==> src/rtl/empc_pkg.sv <==
// empc_pkg: payload structs, codes and round trip profile constants for the
// encoder position motor controller. no dependencies.
package empc_pkg;

   localparam int POS_OUT_W  = 32;
   localparam int DUTY_W     = 8;
   localparam int PHASE_W    = 4;
   localparam int CSR_IDX_W  = 3;
   localparam int CSR_DATA_W = 32;
   localparam int TRIP_PHASES = 8;

   // input function codes
   localparam logic [1:0] FUNC_EDGE  = 2'd0;
   localparam logic [1:0] FUNC_TICK  = 2'd1;
   localparam logic [1:0] FUNC_START = 2'd2;

   // mode codes
   localparam logic [1:0] MODE_AUTO   = 2'd0;
   localparam logic [1:0] MODE_MANUAL = 2'd1;
   localparam logic [1:0] MODE_TRIP   = 2'd2;

   // register indexes
   localparam logic [CSR_IDX_W-1:0] CSR_MODE   = 3'd0;
   localparam logic [CSR_IDX_W-1:0] CSR_TARGET = 3'd1;
   localparam logic [CSR_IDX_W-1:0] CSR_MANUAL = 3'd2;
   localparam logic [CSR_IDX_W-1:0] CSR_MAX    = 3'd3;
   localparam logic [CSR_IDX_W-1:0] CSR_MIN    = 3'd4;

   localparam logic [DUTY_W-1:0] MAX_SPEED_RST = 8'd200;
   localparam logic [DUTY_W-1:0] MIN_SPEED_RST = 8'd20;
   localparam logic [DUTY_W-1:0] DUTY_FULL     = 8'd255;

   localparam logic [PHASE_W-1:0] PHASE_DONE = 4'd8;

   // phases 0..3 run forward while pos < limit, 4..7 reverse while pos > limit
   localparam int TRIP_LIMIT [TRIP_PHASES] = '{300, 9400, 9900, 10000, 9700, 600, 100, 0};
   localparam logic [DUTY_W-1:0] TRIP_DUTY [TRIP_PHASES] =
      '{8'd80, 8'd255, 8'd80, 8'd30, 8'd80, 8'd255, 8'd80, 8'd30};

   typedef struct packed {
      logic [1:0] func;
      logic       enc_b;
   } req_type;

   typedef struct packed {
      logic [DUTY_W-1:0]           fwd_duty;
      logic [DUTY_W-1:0]           rvs_duty;
      logic signed [POS_OUT_W-1:0] position;
      logic                        trip_active;
      logic [PHASE_W-1:0]          trip_phase;
   } rsp_type;

   typedef struct packed {
      logic               busy;
      logic [PHASE_W-1:0] phase;
   } trip_state_type;

   typedef struct packed {
      logic               busy;
      logic [PHASE_W-1:0] phase;
      logic               drive_en;
      logic [DUTY_W-1:0]  fwd;
      logic [DUTY_W-1:0]  rvs;
   } trip_next_type;

endpackage

==> src/rtl/empc_trip.sv <==
// empc_trip: round trip phase sequencer, skips every phase whose condition
// fails in one pass using parallel threshold compares. depends on empc_pkg.
module empc_trip #(
   parameter int POS_WIDTH = 32
) (
   input  logic signed [POS_WIDTH-1:0] pos,
   input  empc_pkg::trip_state_type    cur,
   output empc_pkg::trip_next_type     nxt
);
   import empc_pkg::*;

   logic [TRIP_PHASES-1:0] stay;
   logic [2:0]             sel;
   logic                   found;

   always_comb begin
      for (int i = 0; i < TRIP_PHASES; i++) begin
         if (i < TRIP_PHASES / 2) begin
            stay[i] = pos < $signed(POS_WIDTH'(TRIP_LIMIT[i]));
         end else begin
            stay[i] = $signed(POS_WIDTH'(TRIP_LIMIT[i])) < pos;
         end
      end
   end

   // first phase at or after the current one that holds
   always_comb begin
      sel   = '0;
      found = 1'b0;
      for (int i = TRIP_PHASES - 1; i >= 0; i--) begin
         if (PHASE_W'(i) >= cur.phase && stay[i]) begin
            sel   = 3'(i);
            found = 1'b1;
         end
      end
   end

   always_comb begin
      nxt.busy     = cur.busy;
      nxt.phase    = cur.phase;
      nxt.drive_en = 1'b0;
      nxt.fwd      = '0;
      nxt.rvs      = '0;
      if (cur.busy) begin
         nxt.drive_en = 1'b1;
         if (found) begin
            nxt.phase = {1'b0, sel};
            if (!sel[2]) begin
               nxt.fwd = TRIP_DUTY[sel];
            end else begin
               nxt.rvs = TRIP_DUTY[sel];
            end
         end else begin
            // passed the last phase: stop the motor
            nxt.phase = PHASE_DONE;
            nxt.busy  = 1'b0;
         end
      end
   end

endmodule

==> src/rtl/encoder_position_motor_controller.sv <==
// encoder_position_motor_controller: top level with registers, next state
// logic and a two-entry result queue. depends on empc_pkg and empc_trip.
//
// usage
//   req channel: one transfer per event, func = encoder A rising edge,
//   control tick or round trip start; enc_b is channel B at the edge
//   rsp channel: exactly one result per req transfer, in order, carrying
//   both duties, the position after the event and round trip status
//   csr channel: register writes by index (mode, target, manual drive,
//   max speed, min speed); always ready, write only while the block is idle
//   throughput: one item per cycle while req_ready is high; each result is
//   registered into the queue on its req transfer, and the whole state update
//   (position step, error and clamp, eight parallel threshold compares) is combinational
//   stall: results sit in a two-entry queue, so req_ready stays high while
//   one result waits; it drops only when both entries are full
//   reset: synchronous, clears position, duties, trip state and the queue,
//   and loads max speed 200 and min speed 20
module encoder_position_motor_controller #(
   parameter int POS_WIDTH = 32
) (
   input  logic                                clock,
   input  logic                                reset,
   input  logic                                req_valid,
   output logic                                req_ready,
   input  empc_pkg::req_type                   req_data,
   output logic                                rsp_valid,
   input  logic                                rsp_ready,
   output empc_pkg::rsp_type                   rsp_data,
   input  logic                                csr_valid,
   output logic                                csr_ready,
   input  logic [empc_pkg::CSR_IDX_W-1:0]      csr_index,
   input  logic [empc_pkg::CSR_DATA_W-1:0]     csr_data
);
   import empc_pkg::*;

   // error needs one bit more than the wider of position and target
   localparam int ERR_W = ((POS_WIDTH > POS_OUT_W) ? POS_WIDTH : POS_OUT_W) + 1;

   // configuration registers
   logic [1:0]                  mode_ff;
   logic signed [POS_OUT_W-1:0] target_ff;
   logic signed [8:0]           manual_ff;
   logic [DUTY_W-1:0]           max_ff;
   logic [DUTY_W-1:0]           min_ff;

   // controller state
   logic signed [POS_WIDTH-1:0] pos_ff, pos_in;
   logic [DUTY_W-1:0]           fwd_ff, fwd_in;
   logic [DUTY_W-1:0]           rvs_ff, rvs_in;
   trip_state_type              trip_ff, trip_in;

   // result queue, slot 0 is the head
   rsp_type slot0_ff, slot1_ff;
   logic    v0_ff, v1_ff;

   logic req_xfer, rsp_xfer;
   rsp_type rsp_new;

   assign csr_ready = 1'b1;
   assign req_ready = ~v1_ff;
   assign req_xfer  = req_valid & req_ready;
   assign rsp_valid = v0_ff;
   assign rsp_data  = slot0_ff;
   assign rsp_xfer  = v0_ff & rsp_ready;

   // register writes, unknown indexes are dropped
   always_ff @(posedge clock) begin
      if (reset) begin
         mode_ff   <= MODE_AUTO;
         target_ff <= '0;
         manual_ff <= '0;
         max_ff    <= MAX_SPEED_RST;
         min_ff    <= MIN_SPEED_RST;
      end else if (csr_valid && csr_ready) begin
         unique case (csr_index)
            CSR_MODE:   mode_ff   <= csr_data[1:0];
            CSR_TARGET: target_ff <= $signed(csr_data[POS_OUT_W-1:0]);
            CSR_MANUAL: manual_ff <= $signed(csr_data[8:0]);
            CSR_MAX:    max_ff    <= csr_data[DUTY_W-1:0];
            CSR_MIN:    min_ff    <= csr_data[DUTY_W-1:0];
            default: ;
         endcase
      end
   end

   // automatic mode: exact error, clamp to max, raise small errors to min
   logic signed [ERR_W-1:0] err;
   logic [ERR_W-1:0]        err_mag;
   logic                    auto_fwd;
   logic [DUTY_W-1:0]       auto_duty;

   always_comb begin
      err      = ERR_W'(target_ff) - ERR_W'(pos_ff);
      auto_fwd = ~err[ERR_W-1];
      err_mag  = auto_fwd ? err : -err;
      if (err_mag > ERR_W'(max_ff)) begin
         auto_duty = max_ff;
      end else if (err_mag != '0 && err_mag < ERR_W'(min_ff)) begin
         auto_duty = min_ff;
      end else begin
         auto_duty = err_mag[DUTY_W-1:0];
      end
   end

   // manual mode: sign picks direction, -256 saturates to full duty
   logic       man_fwd;
   logic [8:0] man_mag;
   logic [DUTY_W-1:0] man_duty;

   always_comb begin
      man_fwd  = ~manual_ff[8];
      man_mag  = man_fwd ? manual_ff : -manual_ff;
      man_duty = man_mag[8] ? DUTY_FULL : man_mag[DUTY_W-1:0];
   end

   // next state for the item at the req port
   trip_state_type trip_mid;
   trip_next_type  trip_nxt;
   logic           start;

   always_comb begin
      pos_in = pos_ff;
      fwd_in = fwd_ff;
      rvs_in = rvs_ff;
      start  = 1'b0;
      case (req_data.func)
         FUNC_EDGE: begin
            pos_in = req_data.enc_b ? pos_ff + POS_WIDTH'(1) : pos_ff - POS_WIDTH'(1);
         end
         FUNC_TICK: begin
            // a running trip owns the motor
            if (!trip_ff.busy) begin
               if (mode_ff == MODE_AUTO) begin
                  fwd_in = auto_fwd ? auto_duty : '0;
                  rvs_in = auto_fwd ? '0 : auto_duty;
               end else if (mode_ff == MODE_MANUAL) begin
                  fwd_in = man_fwd ? man_duty : '0;
                  rvs_in = man_fwd ? '0 : man_duty;
               end
            end
         end
         FUNC_START: begin
            start = (mode_ff == MODE_TRIP);
         end
         default: ;
      endcase
      trip_mid.busy  = trip_ff.busy | start;
      trip_mid.phase = start ? '0 : trip_ff.phase;
   end

   empc_trip #(
      .POS_WIDTH(POS_WIDTH)
   ) u_trip (
      .pos(pos_in),
      .cur(trip_mid),
      .nxt(trip_nxt)
   );

   always_comb begin
      trip_in.busy  = trip_nxt.busy;
      trip_in.phase = trip_nxt.phase;
      rsp_new.fwd_duty    = trip_nxt.drive_en ? trip_nxt.fwd : fwd_in;
      rsp_new.rvs_duty    = trip_nxt.drive_en ? trip_nxt.rvs : rvs_in;
      rsp_new.position    = POS_OUT_W'(pos_in);
      rsp_new.trip_active = trip_nxt.busy;
      rsp_new.trip_phase  = trip_nxt.phase;
   end

   // state moves only on a req transfer
   always_ff @(posedge clock) begin
      if (reset) begin
         pos_ff  <= '0;
         fwd_ff  <= '0;
         rvs_ff  <= '0;
         trip_ff <= '0;
      end else if (req_xfer) begin
         pos_ff  <= pos_in;
         fwd_ff  <= rsp_new.fwd_duty;
         rvs_ff  <= rsp_new.rvs_duty;
         trip_ff <= trip_in;
      end
   end

   // result queue control; a push never meets a full queue
   always_ff @(posedge clock) begin
      if (reset) begin
         v0_ff <= 1'b0;
         v1_ff <= 1'b0;
      end else begin
         if (rsp_xfer) begin
            v0_ff <= v1_ff | req_xfer;
            v1_ff <= 1'b0;
         end else if (req_xfer) begin
            v0_ff <= 1'b1;
            v1_ff <= v0_ff;
         end
      end
   end

   // result queue payload
   always_ff @(posedge clock) begin
      if (rsp_xfer) begin
         slot0_ff <= v1_ff ? slot1_ff : rsp_new;
      end else if (req_xfer && !v0_ff) begin
         slot0_ff <= rsp_new;
      end
      if (req_xfer && v0_ff && !rsp_xfer) begin
         slot1_ff <= rsp_new;
      end
   end

endmodule

==> config.mk <==
export PLATFORM = sky130hd
export DESIGN_NAME = encoder_position_motor_controller
export DESIGN_NICKNAME = d
export VERILOG_FILES = /design/src/rtl/empc_pkg.sv /design/src/rtl/empc_trip.sv /design/src/rtl/encoder_position_motor_controller.sv
export SDC_FILE = /design/constraint.sdc
export NUM_CORES = 1
export LEC_CHECK = 0
export ABC_CLOCK_PERIOD_IN_PS = 7100
export BUFFER_PORTS_ARGS = -buffer_cell sky130_fd_sc_hd__buf_2
export CAP_MARGIN = 30
export CORE_MARGIN = 2
export CORE_UTILIZATION = 45
export DETAILED_ROUTE_END_ITERATION = 8
export GPL_ROUTABILITY_DRIVEN = 0
export HOLD_SLACK_MARGIN = 0.08
export PLACE_DENSITY_LB_ADDON = 0.1
export SYNTH_ARGS = -nofsm -noshare
export SYNTH_HDL_FRONTEND = slang
export SYNTH_SLANG_ARGS = --single-unit
==> constraint.sdc <==
create_clock -name clock -period 7.1 [get_ports clock]
set_input_delay 0.71 -clock clock [delete_from_list [all_inputs] [get_ports clock]]
set_output_delay 0.71 -clock clock [all_outputs]
set_load 0.02 [all_outputs]
==> results of run 1 <==
## through the flow
step	utilization, %	total power, W	std cells	setup slack (ns)	area, um^2
detailed placement	48.4	0.00298	2440	0.276	16700
global placement	48.4	0.00296	2439	0.400	16700
floorplan	-	0.00256	1958	0.917	15800
finish	51.0	0.00438	2491	0.408	17600
global route	51.0	0.00462	2491	-0.0138	17600
CTS	51.0	0.00438	2488	0.268	17600
## synthesized netlist by cell type (21+ instances only)
master    instances  area share [%]
nand2_1         280             6.7
nor2_1          209             5.0
a21oi_1         200             6.3
dfxtp_1         114              14
edfxtp_1        106              20
inv_1            96             2.3
o21ai_0          92             2.9
ha_1             79             6.3
clkbuf_1         77             1.8
a211oi_1         47             2.2
nand3_1          41             1.3
nor3_1           39             1.2
a31oi_1          32             1.3
o211ai_1         30             1.4
xnor2_1          29             1.6
mux2i_1          26             1.6
nand4_1          25            0.99
o21a_1           24             1.1
a21o_1           21             1.0
o31ai_1          21             1.0
or3_1            21            0.83
## report_power, final
part | switching [W] | leakage, nW | total [W] | internal (W)
Sequential | 0.0000521 | 1.95 | 0.00148 | 0.00143
Clock | 0.000551 | 0.430 | 0.00139 | 0.000837
Combinational | 0.000980 | 4.74 | 0.00151 | 0.000531
## final cells by class
cell class	count	area [um^2]	share of cell area [%]
Timing Repair Buffer	134	767	4.35
Clock buffer	38	746	4.23
Sequential cell	220	5470	31.0
Tap cell	455	569	3.23
Inverter	96	360	2.04
Multi-Input combinational cell	1538	9580	54.3
Clock inverter	10	140	0.795
## layer usage
layer / global-route usage [%] / vias to the layer above / share of wire (%)
met4: 8.25 / 0 / 3.0
met1: 38.6 / 7197 / 47
met5: 0 / - / 0
li1: - / 7321 / -
met3: 3.84 / 86 / 7.5
met2: 38.7 / 547 / 42
## flip-flops by register name, summed over array words and instances (netlist names), 8 cells and up
register / flops
rvs_ff: 8
target_ff: 32
max_ff: 8
fwd_ff: 8
min_ff: 8
rsp_data: 53
slot1_ff: 53
pos_ff: 32
manual_ff: 9
## worst paths after layout
kind	startpoint	cells past startpoint	slack [ns]	end
worst max-delay path	target_ff[0]	28	0.41	rsp_data[41]
worst min-delay path	csr_data[9]	3	0.40	target_ff[9]
worst max register to register	target_ff[0]	28	0.41	rsp_data[41]
worst min register to register	min_ff[7]	2	0.45	min_ff[7]
## worst max-delay path: cells and delay by family, from the launching register on
kind	cells	cell delay (ns)
compound gates	15	3.24
fa+ha+maj	3	0.89
buf+inv	3	0.36
flops	1	0.32
simple gates	7	1.60
## cell families (layout without fill, tap and decap cells)
logic type,Yosys count,in the layout,synth area share (%)
AO/OA/AOI/OAI,607,607,25.1
XOR/XNOR,48,48,2.76
adder cells (fa/ha/maj),81,81,6.51
buffers and inverters,200,278,5.01
flip-flops,220,220,34.6
multiplexers,40,40,2.65
other,1,1,0.0237
AND/OR/NAND/NOR,761,761,23.3
## what timing repair did
item,in CTS,in global routing
hold buffers,0,0
setup buffers,0,2
setup endpoints to repair,0,25
==> results.md, run 1 <==
- Status: finished clean
- Max Transition Viols Final: 0
- CP peak stage delay: 0.44 ns
- Initial Util: 45.7%
- Sink Count: 220
- Total GRT Usage: 26.0%
- Wire per inst: 19.3 um
- Largest net degree at the start of global routing: 86
- Most frequent cells in the layout: nand2_1, nor2_1, a21oi_1
- Fillers: 3386
- Leakage: 7.12 nW
- Clock Tree Buf Depth: 3
- CP most frequent cell: o21a_1
- Area grow syn2layout: 11.6%
- Worst EP arrival: 6.97 ns
- Cells after synthesis: 1958
- Slew @ Worst Pin: 0.971 ns
- Vias/cell: 6.08
- Slew margin rel.: 35.2%
- First-pass GRT wire length: 76000 um
- Die Height: 191 um
- Synth Area per Inst: 8.07 um^2
- Most common cell after layout, fill and taps aside: nand2_1
- Routed wire length: 48100 um
- Worst skew pair latency: 0.56 ns
- Layout cells sized above 1: 12.0%
- Final setup fails: 0
- Num ports: 99
- Slowest stage cell, crit path: fa_1
- Die width: 191 um
- DP HPWL: 36200 um
- Drt first-iter violations: 1553
- Cts repair resizes: 0
- Vias: 15200
- Cell area after synthesis: 15800 um^2
- Worst VDD drop: 0.181 mV
- Hold_ws: 0.396 ns
- Worst setup EP type: flop
- Vias in the first global route: 13800
- Register area share after synthesis: 34.6%
- Max-cap violations: 0
- ANT nets after route: 0
- Clock transition at the registers of the reported paths: 0.06 ns
- Drt first pass iters: 6
- Drt drc: 0
- IO Port Bufs: 97
- CTS Buf Count: 26
- Req. time, crit path: 7.38 ns
- Register bit total from synthesis: 220
- Post-synth top flop: dfxtp_1
- Final period util: 94.3%
- Yosys warns: 0
- Crit-path max FO: 19
- CTS tree: built
- Post-synthesis net count: 2082
- Period minus WS final: 6.69 ns
- Critical path type: flop to flop
- Cell variety after synth: 104
- Diode count: 0
- Initial antenna violation count: 1
- Die area: 36600 um^2
- Cell Pwr Density: 249 nW/um^2
- Site row count: 68
- Worst hold path type: input port to flop
- Setup Skew: 0.0191 ns
- CTS H-tree lvls: 1
- Core area: 34500 um^2
- Final setup TNS: 0 ns
- Fmax: 149 MHz
- Final hold vios: 0
- Post-synth EDFFs: 106
- Ys async rst share: 0%
- Nature of the critical path startpoint: flop
- Root Buffer: clkbuf_16
- Gr ovfl total: 0
- Nets: 2140
Note: power is estimated with default switching activity, not from simulation.
==> run 2: changes to the inputs <==
--- a/config.mk
+++ b/config.mk
@@ -13,7 +13,7 @@
 export DETAILED_ROUTE_END_ITERATION = 8
 export GPL_ROUTABILITY_DRIVEN = 0
 export HOLD_SLACK_MARGIN = 0.08
-export PLACE_DENSITY_LB_ADDON = 0.1
+export PLACE_DENSITY = 0.74
 export SYNTH_ARGS = -nofsm -noshare
 export SYNTH_HDL_FRONTEND = slang
 export SYNTH_SLANG_ARGS = --single-unit
==> run 2 against run 1 <==
Compared with the run above:
- combinational power about the same
- register-to-register slack about the same
- clock skew up 0.0031 ns
- non-clock buffer count down 7
- total power down 1.9%
- count of clock-buffer cells in the layout down 13
- first-iteration DRC count down 6.6%
- hold slack better by 0.0014 ns
- sequential share of layout area up 0.18 points
- sequential power about the same
==> results.md, run 2 (same netlist as run 1, synthesis figures left out) <==
- Die width: 191 um
- Power share of the clock group: 31.0%
- Clock transition at the registers of the reported paths: 0.07 ns
- Initial Util: 45.7%
- Cts repair resizes: 0
- Final setup fails: 0
- Drt first-iter violations: 1450
- Final std cells w/o fill: 2480
- Leakage: 7.05 nW
- Clock Tree Buf Depth: 3
- Crit-path max FO: 19
- Cell area after layout: 17500 um^2
- Largest net degree at the start of global routing: 86
- ANT nets after route: 0
- Final hold vios: 0
- Slew @ Worst Pin: 0.980 ns
- Max-cap violations: 0
- Wire per inst: 18.6 um
- Nets: 2131
- Slew margin rel.: 34.1%
- Site row count: 68
- Most frequent cells in the layout: nand2_1, nor2_1, a21oi_1
- Net Sw Frac: 36.9%
- Post-CTS Setup Bufs: 0
- IO Port Bufs: 97
- Gr ovfl total: 0
- Total GRT Usage: 24.4%
- Multi-input gate area: 9570 um^2
- Fillers: 3256
- Req. time, crit path: 7.37 ns
- Drt drc: 0
- Reg power frac: 34.5%
- RSZ-0062 raised after global routing: no
- Root Buffer: clkbuf_16
- CTS Buf Count: 24
- Sink Count: 220
- Final setup TNS: 0 ns
- Comb power frac: 34.5%
- Worst setup EP type: flop
- Max Transition Viols Final: 0
- DP HPWL: 33900 um
- CTS tree: built
- Vias in the first global route: 14000
- Routed wire length: 46000 um
- Placed cell count: 2436
- First-pass GRT wire length: 72600 um
- Drt first pass iters: 6
- Fmax: 150 MHz
- Cell Pwr Density: 246 nW/um^2
- Core area: 34500 um^2
- Status: finished clean
- DP Area: 16700 um^2
- Nature of the critical path startpoint: flop
- Critical path type: flop to flop
- Final period util: 94.2%
- Dpl ws: 0.479 ns
- Register area: 5470 um^2
- Area grow syn2layout: 10.9%
- Setup Skew: 0.0222 ns
- Initial antenna violation count: 0
- Hold_buf cts: 0
- Int Power: 0.00271 W
- Worst hold path type: input port to flop
- Vias: 15200
- CTS H-tree lvls: 1
- Worst VDD drop: 0.209 mV
- Diode count: 0
- Worst EP arrival: 6.96 ns
- Most common cell after layout, fill and taps aside: nand2_1
- Period minus WS final: 6.69 ns
- Die Height: 191 um
- Layout cells sized above 1: 11.8%
- Vias/cell: 6.15
- Die area: 36600 um^2
- Worst skew pair latency: 0.55 ns
- Sw Pwr: 0.00159 W
- Num ports: 99
- Fin worst setup slack: 0.411 ns
## run 2: through the flow
stage	hold WS (ns)	power (W)	utilization, %
3_5_place_dp	0.451	0.00295	48.3
3_3_place_gp	0.446	0.00291	48.3
4_1_cts	0.385	0.00429	50.7
2_1_floorplan	0.436	0.00256	-
6_report	0.397	0.00430	50.7
5_1_grt	0.415	0.00451	50.7
## run 2: path summary, 6_finish.rpt
path	slack (ns)	endpoint	cells after the start	start
min reg2reg	0.46	min_ff[7]	2	min_ff[7]
min	0.40	target_ff[10]	3	csr_data[10]
max	0.41	rsp_data[41]	26	pos_ff[0]
max reg2reg	0.41	rsp_data[41]	26	pos_ff[0]
## run 2: area by class of cell
class / instances / area share (%)
clock buffer: 25 / 3.51
clock inverter: 19 / 1.32
inverter: 96 / 2.06
multi-input combinational: 1538 / 54.6
sequential: 220 / 31.2
tap: 455 / 3.25
timing repair buffer: 127 / 4.07
## run 2: routing by layer
| layer | GRT usage (%) | part of all wire, % |
|---|---|---|
| met4 | 8.96 | 3.5 |
| met3 | 2.57 | 8.5 |
| met5 | 0 | 0 |
| met2 | 39.8 | 45 |
| met1 | 33.4 | 43 |
## run 2: critical path: stages, from the launching register on
cell and delay [ns]:
dfxtp_1 0.40, ha_1 0.27, fa_1 0.45, nand2b_1 0.20, a211oi_2 0.28, o211ai_1 0.20
a211oi_1 0.33, o31a_1 0.42, nor2_1 0.08, a21oi_1 0.14, buf_4 0.16, ha_1 0.23
nor2b_1 0.13, o21a_1 0.15, o21a_1 0.16, o21a_1 0.16, o21a_1 0.16, o21a_1 0.16
o21a_1 0.16, o22a_1 0.20, nor4_1 0.28, o2111ai_1 0.21, nor4_4 0.34, nand3_4 0.34
and3_1 0.32, o31ai_1 0.34, a31oi_1 0.13
## run 2: power groups by stage
stage | clock [W] | sequential, W | combinational, W
finish | 0.00133 | 0.00148 | 0.00148
global route | 0.00140 | 0.00149 | 0.00162
CTS | 0.00135 | 0.00148 | 0.00145
detailed placement | 0 | 0.00151 | 0.00144
global placement | 0 | 0.00151 | 0.00140
floorplan | 0 | 0.00155 | 0.00101
